==> src/rtl/assert_macros.svh <==
// assertion helpers shared by the rtl
`ifndef ASSERT_MACROS_SVH
`define ASSERT_MACROS_SVH

// same-cycle implication, disabled during reset
`define ASSERT_IMPL(lbl, ck, rs, a, c) \
  lbl: assert property (@(posedge ck) disable iff (rs) (a) |-> (c)) \
    else $error("same-cycle check failed");

// next-cycle implication, disabled during reset
`define ASSERT_NEXT(lbl, ck, rs, a, c) \
  lbl: assert property (@(posedge ck) disable iff (rs) (a) |=> (c)) \
    else $error("next-cycle check failed");

`endif

==> src/rtl/smf_pkg.sv <==
// ----------------------------------------------------------------------------
// smf_pkg
// shared types, codes and constant tables of the sha-256 midstate engine
// ----------------------------------------------------------------------------
`default_nettype none

package smf_pkg;

  localparam logic [2:0] FN_INIT   = 3'd0;
  localparam logic [2:0] FN_LOAD   = 3'd1;
  localparam logic [2:0] FN_BYTES  = 3'd2;
  localparam logic [2:0] FN_FINISH = 3'd3;
  localparam logic [2:0] FN_EMIT   = 3'd4;

  typedef enum logic [3:0] {
    ST_CLEAR, ST_IDLE, ST_BYTE, ST_PAD, ST_FILL, ST_LOAD, ST_ROUND, ST_ADD, ST_EMIT
  } state_t;

  // control from the sequencer to the compression datapath
  typedef struct packed {
    logic       win_load;
    logic       var_load;
    logic [2:0] idx;
    logic       round;
    logic [5:0] rnd;
  } cmp_ctrl_t;

  localparam logic [31:0] IV_TAB [8] = '{
    32'h6a09e667, 32'hbb67ae85, 32'h3c6ef372, 32'ha54ff53a,
    32'h510e527f, 32'h9b05688c, 32'h1f83d9ab, 32'h5be0cd19
  };

  localparam logic [31:0] K_TAB [64] = '{
    32'h428a2f98, 32'h71374491, 32'hb5c0fbcf, 32'he9b5dba5,
    32'h3956c25b, 32'h59f111f1, 32'h923f82a4, 32'hab1c5ed5,
    32'hd807aa98, 32'h12835b01, 32'h243185be, 32'h550c7dc3,
    32'h72be5d74, 32'h80deb1fe, 32'h9bdc06a7, 32'hc19bf174,
    32'he49b69c1, 32'hefbe4786, 32'h0fc19dc6, 32'h240ca1cc,
    32'h2de92c6f, 32'h4a7484aa, 32'h5cb0a9dc, 32'h76f988da,
    32'h983e5152, 32'ha831c66d, 32'hb00327c8, 32'hbf597fc7,
    32'hc6e00bf3, 32'hd5a79147, 32'h06ca6351, 32'h14292967,
    32'h27b70a85, 32'h2e1b2138, 32'h4d2c6dfc, 32'h53380d13,
    32'h650a7354, 32'h766a0abb, 32'h81c2c92e, 32'h92722c85,
    32'ha2bfe8a1, 32'ha81a664b, 32'hc24b8b70, 32'hc76c51a3,
    32'hd192e819, 32'hd6990624, 32'hf40e3585, 32'h106aa070,
    32'h19a4c116, 32'h1e376c08, 32'h2748774c, 32'h34b0bcb5,
    32'h391c0cb3, 32'h4ed8aa4a, 32'h5b9cca4f, 32'h682e6ff3,
    32'h748f82ee, 32'h78a5636f, 32'h84c87814, 32'h8cc70208,
    32'h90befffa, 32'ha4506ceb, 32'hbef9a3f7, 32'hc67178f2
  };

  function automatic logic [31:0] big_sig0(input logic [31:0] x);
    return {x[1:0], x[31:2]} ^ {x[12:0], x[31:13]} ^ {x[21:0], x[31:22]};
  endfunction

  function automatic logic [31:0] big_sig1(input logic [31:0] x);
    return {x[5:0], x[31:6]} ^ {x[10:0], x[31:11]} ^ {x[24:0], x[31:25]};
  endfunction

  function automatic logic [31:0] small_sig0(input logic [31:0] x);
    return {x[6:0], x[31:7]} ^ {x[17:0], x[31:18]} ^ {3'b000, x[31:3]};
  endfunction

  function automatic logic [31:0] small_sig1(input logic [31:0] x);
    return {x[16:0], x[31:17]} ^ {x[18:0], x[31:19]} ^ {10'd0, x[31:10]};
  endfunction

endpackage

`default_nettype wire

==> src/rtl/smf_compress.sv <==
// ----------------------------------------------------------------------------
// smf_compress
// working variables, message schedule window and one sha-256 round per cycle
// ----------------------------------------------------------------------------
`default_nettype none

module smf_compress
  import smf_pkg::*;
(
  input  wire logic        clk,
  input  wire cmp_ctrl_t   ctrl,
  input  wire logic [31:0] w_in,
  input  wire logic [31:0] v_in,
  output logic      [31:0] v_out
);

  logic [31:0] win [16];
  logic [31:0] v   [8];
  logic [31:0] wi;
  logic [31:0] t1;
  logic [31:0] t2;

  // window holds w[t-16] .. w[t-1]; the first sixteen rounds rotate it
  always_comb begin
    if (ctrl.rnd[5:4] == 2'b00) begin
      wi = win[0];
    end else begin
      wi = win[0] + small_sig0(win[1]) + win[9] + small_sig1(win[14]);
    end
    t1 = v[7] + big_sig1(v[4]) + ((v[4] & v[5]) ^ (~v[4] & v[6])) + K_TAB[ctrl.rnd] + wi;
    t2 = big_sig0(v[0]) + ((v[0] & v[1]) ^ (v[0] & v[2]) ^ (v[1] & v[2]));
  end

  always_ff @(posedge clk) begin
    if (ctrl.win_load || ctrl.round) begin
      for (int k = 0; k < 15; k++) begin
        win[k] <= win[k + 1];
      end
      win[15] <= ctrl.round ? wi : w_in;
    end
    if (ctrl.var_load) begin
      v[ctrl.idx] <= v_in;
    end else if (ctrl.round) begin
      v[7] <= v[6];
      v[6] <= v[5];
      v[5] <= v[4];
      v[4] <= v[3] + t1;
      v[3] <= v[2];
      v[2] <= v[1];
      v[1] <= v[0];
      v[0] <= t1 + t2;
    end
  end

  assign v_out = v[ctrl.idx];

endmodule

`default_nettype wire

==> src/rtl/sha256_midstate_finish.sv <==
// ----------------------------------------------------------------------------
// sha256_midstate_finish
// sha-256 engine that resumes from a loaded midstate and finishes with padding
// ----------------------------------------------------------------------------
// An item carries a function code in tuser: init (chaining words back to the
// standard initial values, pending byte count cleared), load one chaining word,
// append up to four big-endian message bytes, finish with the total byte
// length, or emit the current chaining words. Finish and emit return a run of
// eight words on the master side, index 0 first, tlast on the eighth. The
// chaining words and the 64-byte block live in two single-port-read memories
// with registered reads; the schedule window and the working variables sit in
// registers next to the round logic. Message bytes are taken one per cycle,
// and no new item is accepted until every byte of the current one is in; a
// full block stalls the bytes for a compression. Each compression streams the
// block and chaining words out of the memories, runs 64 rounds at one round
// per cycle, and adds the result back into the chaining memory. Finish runs a
// pad sweep and one compression, or, with 56 or more bytes pending, a second
// compression behind a fill sweep; an emitted run issues each word's read only
// after the master side has taken the previous word. After reset, and after
// each init item, a sweep writes the initial values and no item is taken
// meanwhile.
// ----------------------------------------------------------------------------
`default_nettype none

`include "assert_macros.svh"

module sha256_midstate_finish
  import smf_pkg::*;
(
  input  wire logic         clk,
  input  wire logic         rst,
  input  wire logic         s_tvalid,
  output logic              s_tready,
  // word_index[2:0], data[34:3], byte_count[37:35], msg_len[98:38]
  input  wire logic [103:0] s_tdata,
  // func[2:0]
  input  wire logic [2:0]   s_tuser,
  output logic              m_tvalid,
  input  wire logic         m_tready,
  // digest_word[31:0], out_index[34:32]
  output logic [39:0]       m_tdata,
  output logic              m_tlast
);

  state_t      state;
  state_t      state_next;
  state_t      ret;
  logic [4:0]  cnt;
  logic [5:0]  rnd;
  logic [5:0]  pending;
  logic [31:0] acc;
  logic [31:0] din;
  logic [2:0]  nbytes;
  logic [2:0]  j;
  logic [60:0] total;
  logic        rd_pend;
  logic [3:0]  rd_idx;
  logic        rd_issue;
  logic [3:0]  issue_idx;

  // memories
  logic [31:0] chain_mem [8];
  logic [31:0] buf_mem   [16];
  logic        chain_we;
  logic [2:0]  chain_waddr;
  logic [31:0] chain_wdata;
  logic [2:0]  chain_raddr;
  logic [31:0] chain_rdata;
  logic        buf_we;
  logic [3:0]  buf_waddr;
  logic [31:0] buf_wdata;
  logic [31:0] buf_rdata;

  cmp_ctrl_t   ctrl;
  logic [31:0] v_out;

  logic        accept;
  logic [2:0]  func;
  logic [2:0]  cnt_in;
  logic        extra;
  logic [63:0] bits;
  logic [4:0]  lane_sh;
  logic [31:0] acc_set;
  logic [31:0] pad_word;

  assign accept   = s_tvalid && s_tready;
  assign func     = s_tuser;
  assign cnt_in   = s_tdata[37:35];
  assign extra    = (pending[5:3] == 3'b111);
  assign bits     = {total, 3'b000};
  assign lane_sh  = {pending[1:0], 3'b000};
  // byte goes into its lane, earlier lanes kept
  assign acc_set  = (acc & ~(32'hff000000 >> lane_sh)) | ({din[31:24], 24'd0} >> lane_sh);
  // pad marker after the pending bytes, later lanes zero
  assign pad_word = (acc & ~(32'hffffffff >> lane_sh)) | (32'h80000000 >> lane_sh);

  // next state
  always_comb begin
    state_next = state;
    unique case (state)
      ST_CLEAR: if (cnt == 5'd7) state_next = ST_IDLE;
      ST_IDLE: begin
        if (accept) begin
          priority case (func)
            FN_INIT:   state_next = ST_CLEAR;
            FN_BYTES:  state_next = ST_BYTE;
            FN_FINISH: state_next = ST_PAD;
            FN_EMIT:   state_next = ST_EMIT;
            default:   state_next = ST_IDLE;
          endcase
        end
      end
      ST_BYTE: begin
        if (j == nbytes) begin
          state_next = ST_IDLE;
        end else if (pending == 6'd63) begin
          state_next = ST_LOAD;
        end
      end
      ST_PAD:   if (cnt[3:0] == 4'd15) state_next = ST_LOAD;
      ST_FILL:  if (cnt[3:0] == 4'd15) state_next = ST_LOAD;
      ST_LOAD:  if (cnt == 5'd16) state_next = ST_ROUND;
      ST_ROUND: if (rnd == 6'd63) state_next = ST_ADD;
      ST_ADD:   if (cnt == 5'd8) state_next = ret;
      ST_EMIT:  if (rd_pend && rd_idx == 4'd7) state_next = ST_IDLE;
      default:  state_next = ST_IDLE;
    endcase
  end

  // memory and datapath controls
  always_comb begin
    s_tready    = (state == ST_IDLE);
    chain_we    = 1'b0;
    chain_waddr = cnt[2:0];
    chain_wdata = IV_TAB[cnt[2:0]];
    chain_raddr = cnt[2:0];
    buf_we      = 1'b0;
    buf_waddr   = cnt[3:0];
    buf_wdata   = 32'd0;
    rd_issue    = 1'b0;
    issue_idx   = cnt[3:0];
    ctrl        = '{win_load: 1'b0, var_load: 1'b0, idx: rd_idx[2:0],
                    round: (state == ST_ROUND), rnd: rnd};
    unique case (state)
      ST_CLEAR: chain_we = 1'b1;
      ST_IDLE: begin
        if (accept && func == FN_LOAD) begin
          chain_we    = 1'b1;
          chain_waddr = s_tdata[2:0];
          chain_wdata = s_tdata[34:3];
        end
      end
      ST_BYTE: begin
        // a word goes to the block memory once its last lane is filled
        buf_we    = (j != nbytes) && (pending[1:0] == 2'b11);
        buf_waddr = pending[5:2];
        buf_wdata = acc_set;
      end
      ST_PAD: begin
        buf_we = 1'b1;
        if (cnt[3:0] == pending[5:2]) begin
          buf_wdata = pad_word;
        end else if (!extra && cnt[3:0] == 4'd14) begin
          buf_wdata = bits[63:32];
        end else if (!extra && cnt[3:0] == 4'd15) begin
          buf_wdata = bits[31:0];
        end
      end
      ST_FILL: begin
        buf_we = 1'b1;
        if (cnt[3:0] == 4'd14) begin
          buf_wdata = bits[63:32];
        end else if (cnt[3:0] == 4'd15) begin
          buf_wdata = bits[31:0];
        end
      end
      ST_LOAD: begin
        rd_issue      = !cnt[4];
        ctrl.win_load = rd_pend;
        ctrl.var_load = rd_pend && !rd_idx[3];
      end
      ST_ROUND: ;
      ST_ADD: begin
        rd_issue    = (cnt < 5'd8);
        chain_we    = rd_pend;
        chain_waddr = rd_idx[2:0];
        chain_wdata = chain_rdata + v_out;
      end
      ST_EMIT: begin
        rd_issue = !rd_pend && !m_tvalid && (cnt < 5'd8);
      end
      default: ;
    endcase
  end

  // sequencer registers
  always_ff @(posedge clk) begin
    if (rst) begin
      state   <= ST_CLEAR;
      cnt     <= 5'd0;
      rnd     <= 6'd0;
      pending <= 6'd0;
      rd_pend <= 1'b0;
      ret     <= ST_IDLE;
    end else begin
      state   <= state_next;
      rd_pend <= rd_issue;
      if (state != state_next) begin
        cnt <= (state_next == ST_PAD) ? {3'b000, pending[5:4]} << 2 | {3'b000, pending[3:2]}
                                      : 5'd0;
      end else if (state == ST_EMIT) begin
        cnt <= cnt + {4'd0, rd_issue};
      end else begin
        cnt <= cnt + 5'd1;
      end
      rnd <= (state == ST_ROUND) ? rnd + 6'd1 : 6'd0;
      if (accept && func == FN_INIT) begin
        pending <= 6'd0;
      end
      if (state == ST_BYTE && j != nbytes) begin
        pending <= pending + 6'd1;
        if (pending == 6'd63) ret <= ST_BYTE;
      end
      if (state == ST_PAD && cnt[3:0] == 4'd15) begin
        ret     <= extra ? ST_FILL : ST_EMIT;
        pending <= 6'd0;
      end
      if (state == ST_FILL) begin
        ret <= ST_EMIT;
      end
    end
  end

  // payload registers
  always_ff @(posedge clk) begin
    rd_idx <= issue_idx;
    if (accept) begin
      din    <= s_tdata[34:3];
      total  <= s_tdata[98:38];
      nbytes <= (cnt_in > 3'd4) ? 3'd4 : cnt_in;
      j      <= 3'd0;
    end else if (state == ST_BYTE && j != nbytes) begin
      acc <= acc_set;
      din <= {din[23:0], 8'd0};
      j   <= j + 3'd1;
    end
  end

  // chaining word memory
  always_ff @(posedge clk) begin
    if (chain_we) begin
      chain_mem[chain_waddr] <= chain_wdata;
    end
    chain_rdata <= chain_mem[chain_raddr];
  end

  // block memory
  always_ff @(posedge clk) begin
    if (buf_we) begin
      buf_mem[buf_waddr] <= buf_wdata;
    end
    buf_rdata <= buf_mem[cnt[3:0]];
  end

  // result register, decoupled from the sequencer
  always_ff @(posedge clk) begin
    if (rst) begin
      m_tvalid <= 1'b0;
    end else if (state == ST_EMIT && rd_pend) begin
      m_tvalid <= 1'b1;
    end else if (m_tready) begin
      m_tvalid <= 1'b0;
    end
  end

  always_ff @(posedge clk) begin
    if (state == ST_EMIT && rd_pend) begin
      m_tdata <= {5'd0, rd_idx[2:0], chain_rdata};
      m_tlast <= (rd_idx == 4'd7);
    end
  end

  smf_compress u_compress (
    .clk   (clk),
    .ctrl  (ctrl),
    .w_in  (buf_rdata),
    .v_in  (chain_rdata),
    .v_out (v_out)
  );

  `ASSERT_IMPL(a_last_idx, clk, rst, m_tvalid && m_tlast, m_tdata[34:32] == 3'd7)
  `ASSERT_NEXT(a_rounds, clk, rst, state == ST_ROUND && rnd != 6'd63, state == ST_ROUND)
  `ASSERT_IMPL(a_idle_quiet, clk, rst, s_tready, !rd_pend)
  `ASSERT_IMPL(a_add_wb, clk, rst, state == ST_ADD && rd_pend, chain_we)

endmodule

`default_nettype wire
==> config.mk <==
export PLATFORM = sky130hd
export DESIGN_NAME = sha256_midstate_finish
export DESIGN_NICKNAME = d
export VERILOG_FILES = /design/src/rtl/smf_pkg.sv /design/src/rtl/smf_compress.sv /design/src/rtl/sha256_midstate_finish.sv
export VERILOG_INCLUDE_DIRS = /design/src /design/src/rtl
export SDC_FILE = /design/constraint.sdc
export NUM_CORES = 2
export LEC_CHECK = 0
export ABC_CLOCK_PERIOD_IN_PS = 31800
export BUFFER_PORTS_ARGS = -buffer_cell sky130_fd_sc_hd__buf_2
export CAP_MARGIN = 20
export CORE_UTILIZATION = 40
export CTS_BUF_LIST = sky130_fd_sc_hd__clkbuf_16
export DETAILED_ROUTE_END_ITERATION = 8
export GPL_ROUTABILITY_DRIVEN = 0
export PLACE_DENSITY = 0.55
export SLEW_MARGIN = 15
export SYNTH_ARGS = -nofsm -noshare
export SYNTH_HDL_FRONTEND = slang
export SYNTH_SLANG_ARGS = --single-unit
==> constraint.sdc <==
create_clock -name clk -period 31.8 [get_ports clk]
set_input_delay 3.18 -clock clk [delete_from_list [all_inputs] [get_ports clk]]
set_output_delay 3.18 -clock clk [all_outputs]
set_load 0.05 [all_outputs]
==> results.ini <==
[setup_path]
crit_path_max_fanout = 6
cp.arrival_ns = 12.55
path_class = flip-flop to flip-flop
cp_common_cell = fa_1
cp_data_required_time_ns = 32.44
cp_slowest_stage_delay_ns = 0.91
cp-end-kind = flip-flop
start_kind = flip-flop
crit_path_top_delay_cell = a21oi_1

[sta]
skew_ns = 0.06698
grt_setup_unrepaired = false
min_period_ns = 11.90
worst-slew-pin-transition_ns = 1.217
hold_viol = 0
report.final.slew_viol_count = 0
slew_headroom_pct = 18.90
timing.fmax_ghz = 0.08402
fin_crit_sh_pct = 37.43
finalSetupViolCount = 0
tns_ns = 0

[floorplanning]
row_count = 167
design.die.area_um2 = 211700
ioPinCount = 154
chipHeight_um = 460.1
die_x_um = 460.1
placeableCoreArea_um2 = 207900
start_util_pct = 40.38

[global_route]
antenna_found_initial = 13
grt_max_degree = 177
grt_pass1_vias = 49720
grt_pass1_wl_um = 345100
grt_overflow = 0
track_usage_pct = 22.41

[drt]
drc = 0
vias = 51050
drt_pass1_iterations = 6
drtIter0Drc = 6680
drt_wl_total_um = 237400
vias_per_cell = 5.627
ant_nets = 0
wl_per_cell_um = 26.16

[layout]
mostFrequentLayoutCells = edfxtp_1 (1,700), nand2_1 (875), inv_1 (359)
layout-drive-gt1-share_pct = 13.80
num-nets-final = 6599
layout_commonest_cell = edfxtp_1
area_growth_pct = 12.48

[synth]
ys.flop_type = edfxtp_1
synth-edff-count = 1700
yosysWarnings = 0
syn-cell-area_um2 = 83950
synth_area_leaders = edfxtp_1 (61%), mux4_2 (6.2%), fa_1 (4.5%), nand2_1 (3.9%), xnor2_1 (3.0%)
seq_area_frac_synth_pct = 63.14
syn_area_per_cell_um2 = 14.04
synthDistinctLibCells = 85
yosys.area.top_type_share_pct = 60.81
ys_ff_latch = 1798
async_flop_share_pct = 0
synthCells = 5981
yosys.area.top_type = edfxtp_1

[power_and_ir_drop]
p_total_mw = 5.413
p_leak_nw = 32.66
peakVddDrop_mv = 0.05210
power.density_nw_per_um2 = 57.32

[clock_network]
insertion_delay_ns = 0.86
cts_sinks = 1798
postCtsResizedCells = 0
clk_path_buf_depth = 3
tritoncts = done
clkTransAtPathRegs_ns = 0.07
clock_tree.root_cell = clkbuf_16
cts_setup_buffers = 0
cts_htree_levels = 4
cts_made_buffers = 187
cts_hold_buffers = 0

[placement]
dp.final_hpwl_um = 156800
port_buffers = 143

[min_path]
hold_class = flip-flop to flip-flop

[status]
outcome = completed

[job]
cap_violations = 0

-- cell families (layout without fill, tap and decap cells) --
kind of cell    after synthesis  in the layout  synth area share (%)
mux                         289            289                 6.903
xor+xnor                    406            406                 4.252
other cells                   1              9              0.004467
flops                      1798           1798                 63.14
simple gates               1391           1391                 7.079
compound gates             1066           1066                 8.279
fa+ha+maj                   391            391                 7.455
buf+inv                     639            935                 2.884
-- final timing paths --
kind / start / endpoint / slack (ns) / cells past startpoint
min reg2reg: u_compress.win[7][35] / u_compress.win[7][3] / 0.39 / 0
max: u_compress.win[7][10] / u_compress.v[0][31] / 19.90 / 40
max reg2reg: u_compress.win[7][10] / u_compress.v[0][31] / 19.90 / 40
min: u_compress.win[7][35] / u_compress.win[7][3] / 0.39 / 0
-- per-stage QoR --
step           cell area (µm²)  setup WS [ns]  hold slack, ns  util (%)  instances
6_report                 94430          19.90          0.3902     45.42       9073
5_1_grt                  94420          19.47          0.3881     45.42       9070
4_1_cts                  94410          19.94          0.3924     45.41       9068
3_5_place_dp             88180          20.08          0.4045     42.41       8713
3_3_place_gp             88180          20.13          0.4003     42.41       8713
2_1_floorplan            83970          8.533          0.3290         -       5985
-- metal layers --
layer  wire [µm]  global-route usage [%]
met4        7264                   7.095
met2      106300                   33.88
met5          13                       0
met1      104800                   32.82
met3       19030                   3.797
-- layout make-up --
type,count,area (µm²)
well taps,2788,3488
multi-input cells,3548,28870
repair buffers,251,1572
inverters,329,1236
diodes,4,10.01
fillers,18500,113500
clock inverters,165,1471
clock buffers,190,4755
flip-flops and latches,1798,53030
-- critical path, delay by kind of cell, from the launching register on --
kind | cells | cell delay (ns)
adders and majority gates | 8 | 3.49
xor gates and xnor gates | 4 | 1.26
AOI/OAI and AO/OA | 18 | 4.57
muxes | 1 | 0.30
buffers and inverters | 2 | 0.23
and+or+nand+nor | 7 | 1.38
DFF | 1 | 0.48
-- power by group --
part	leakage (nW)	internal (mW)	switching [mW]
registers	15.8	2.65	0.0554
clock network	3.15	1.25	0.958
logic	13.7	0.178	0.317
-- registers in the layout, summed over array words and instances, names as in the netlist --
name and flops:
acc 32, buf_mem 512, buf_rdata 32, chain_mem 256, chain_rdata 32, cnt 5, din 32, j 3
m_tdata 35, m_tlast 1, m_tvalid 1, nbytes 3, pending 6, rd_idx 4, rd_pend 1, ret 4
rnd 6, state 4, total 61, u_compress.v 256, u_compress.win 512
-- Yosys cell counts, drive strengths merged (10+ instances only) --
cell type / n
mux4: 230
a211o: 17
o211ai: 23
nor2b: 26
edfxtp: 1700
a221o: 12
inv: 327
nor2: 196
and3: 34
mux2i: 39
maj3: 18
nand2: 876
o21bai: 35
nand2b: 26
nand3: 67
a21o: 94
fa: 188
o21a: 12
ha: 185
buf: 55
a222oi: 16
clkbuf: 255
o221ai: 14
or2: 10
nand4: 49
o21ai: 258
a22o: 11
a22oi: 144
xnor2: 286
o311ai: 11
nor3: 51
a211oi: 40
dfxtp: 98
xor2: 119
or3: 12
a31oi: 46
mux2: 20
nor3b: 10
o31ai: 15
a21oi: 252
Note: power is estimated with default switching activity, not from simulation.
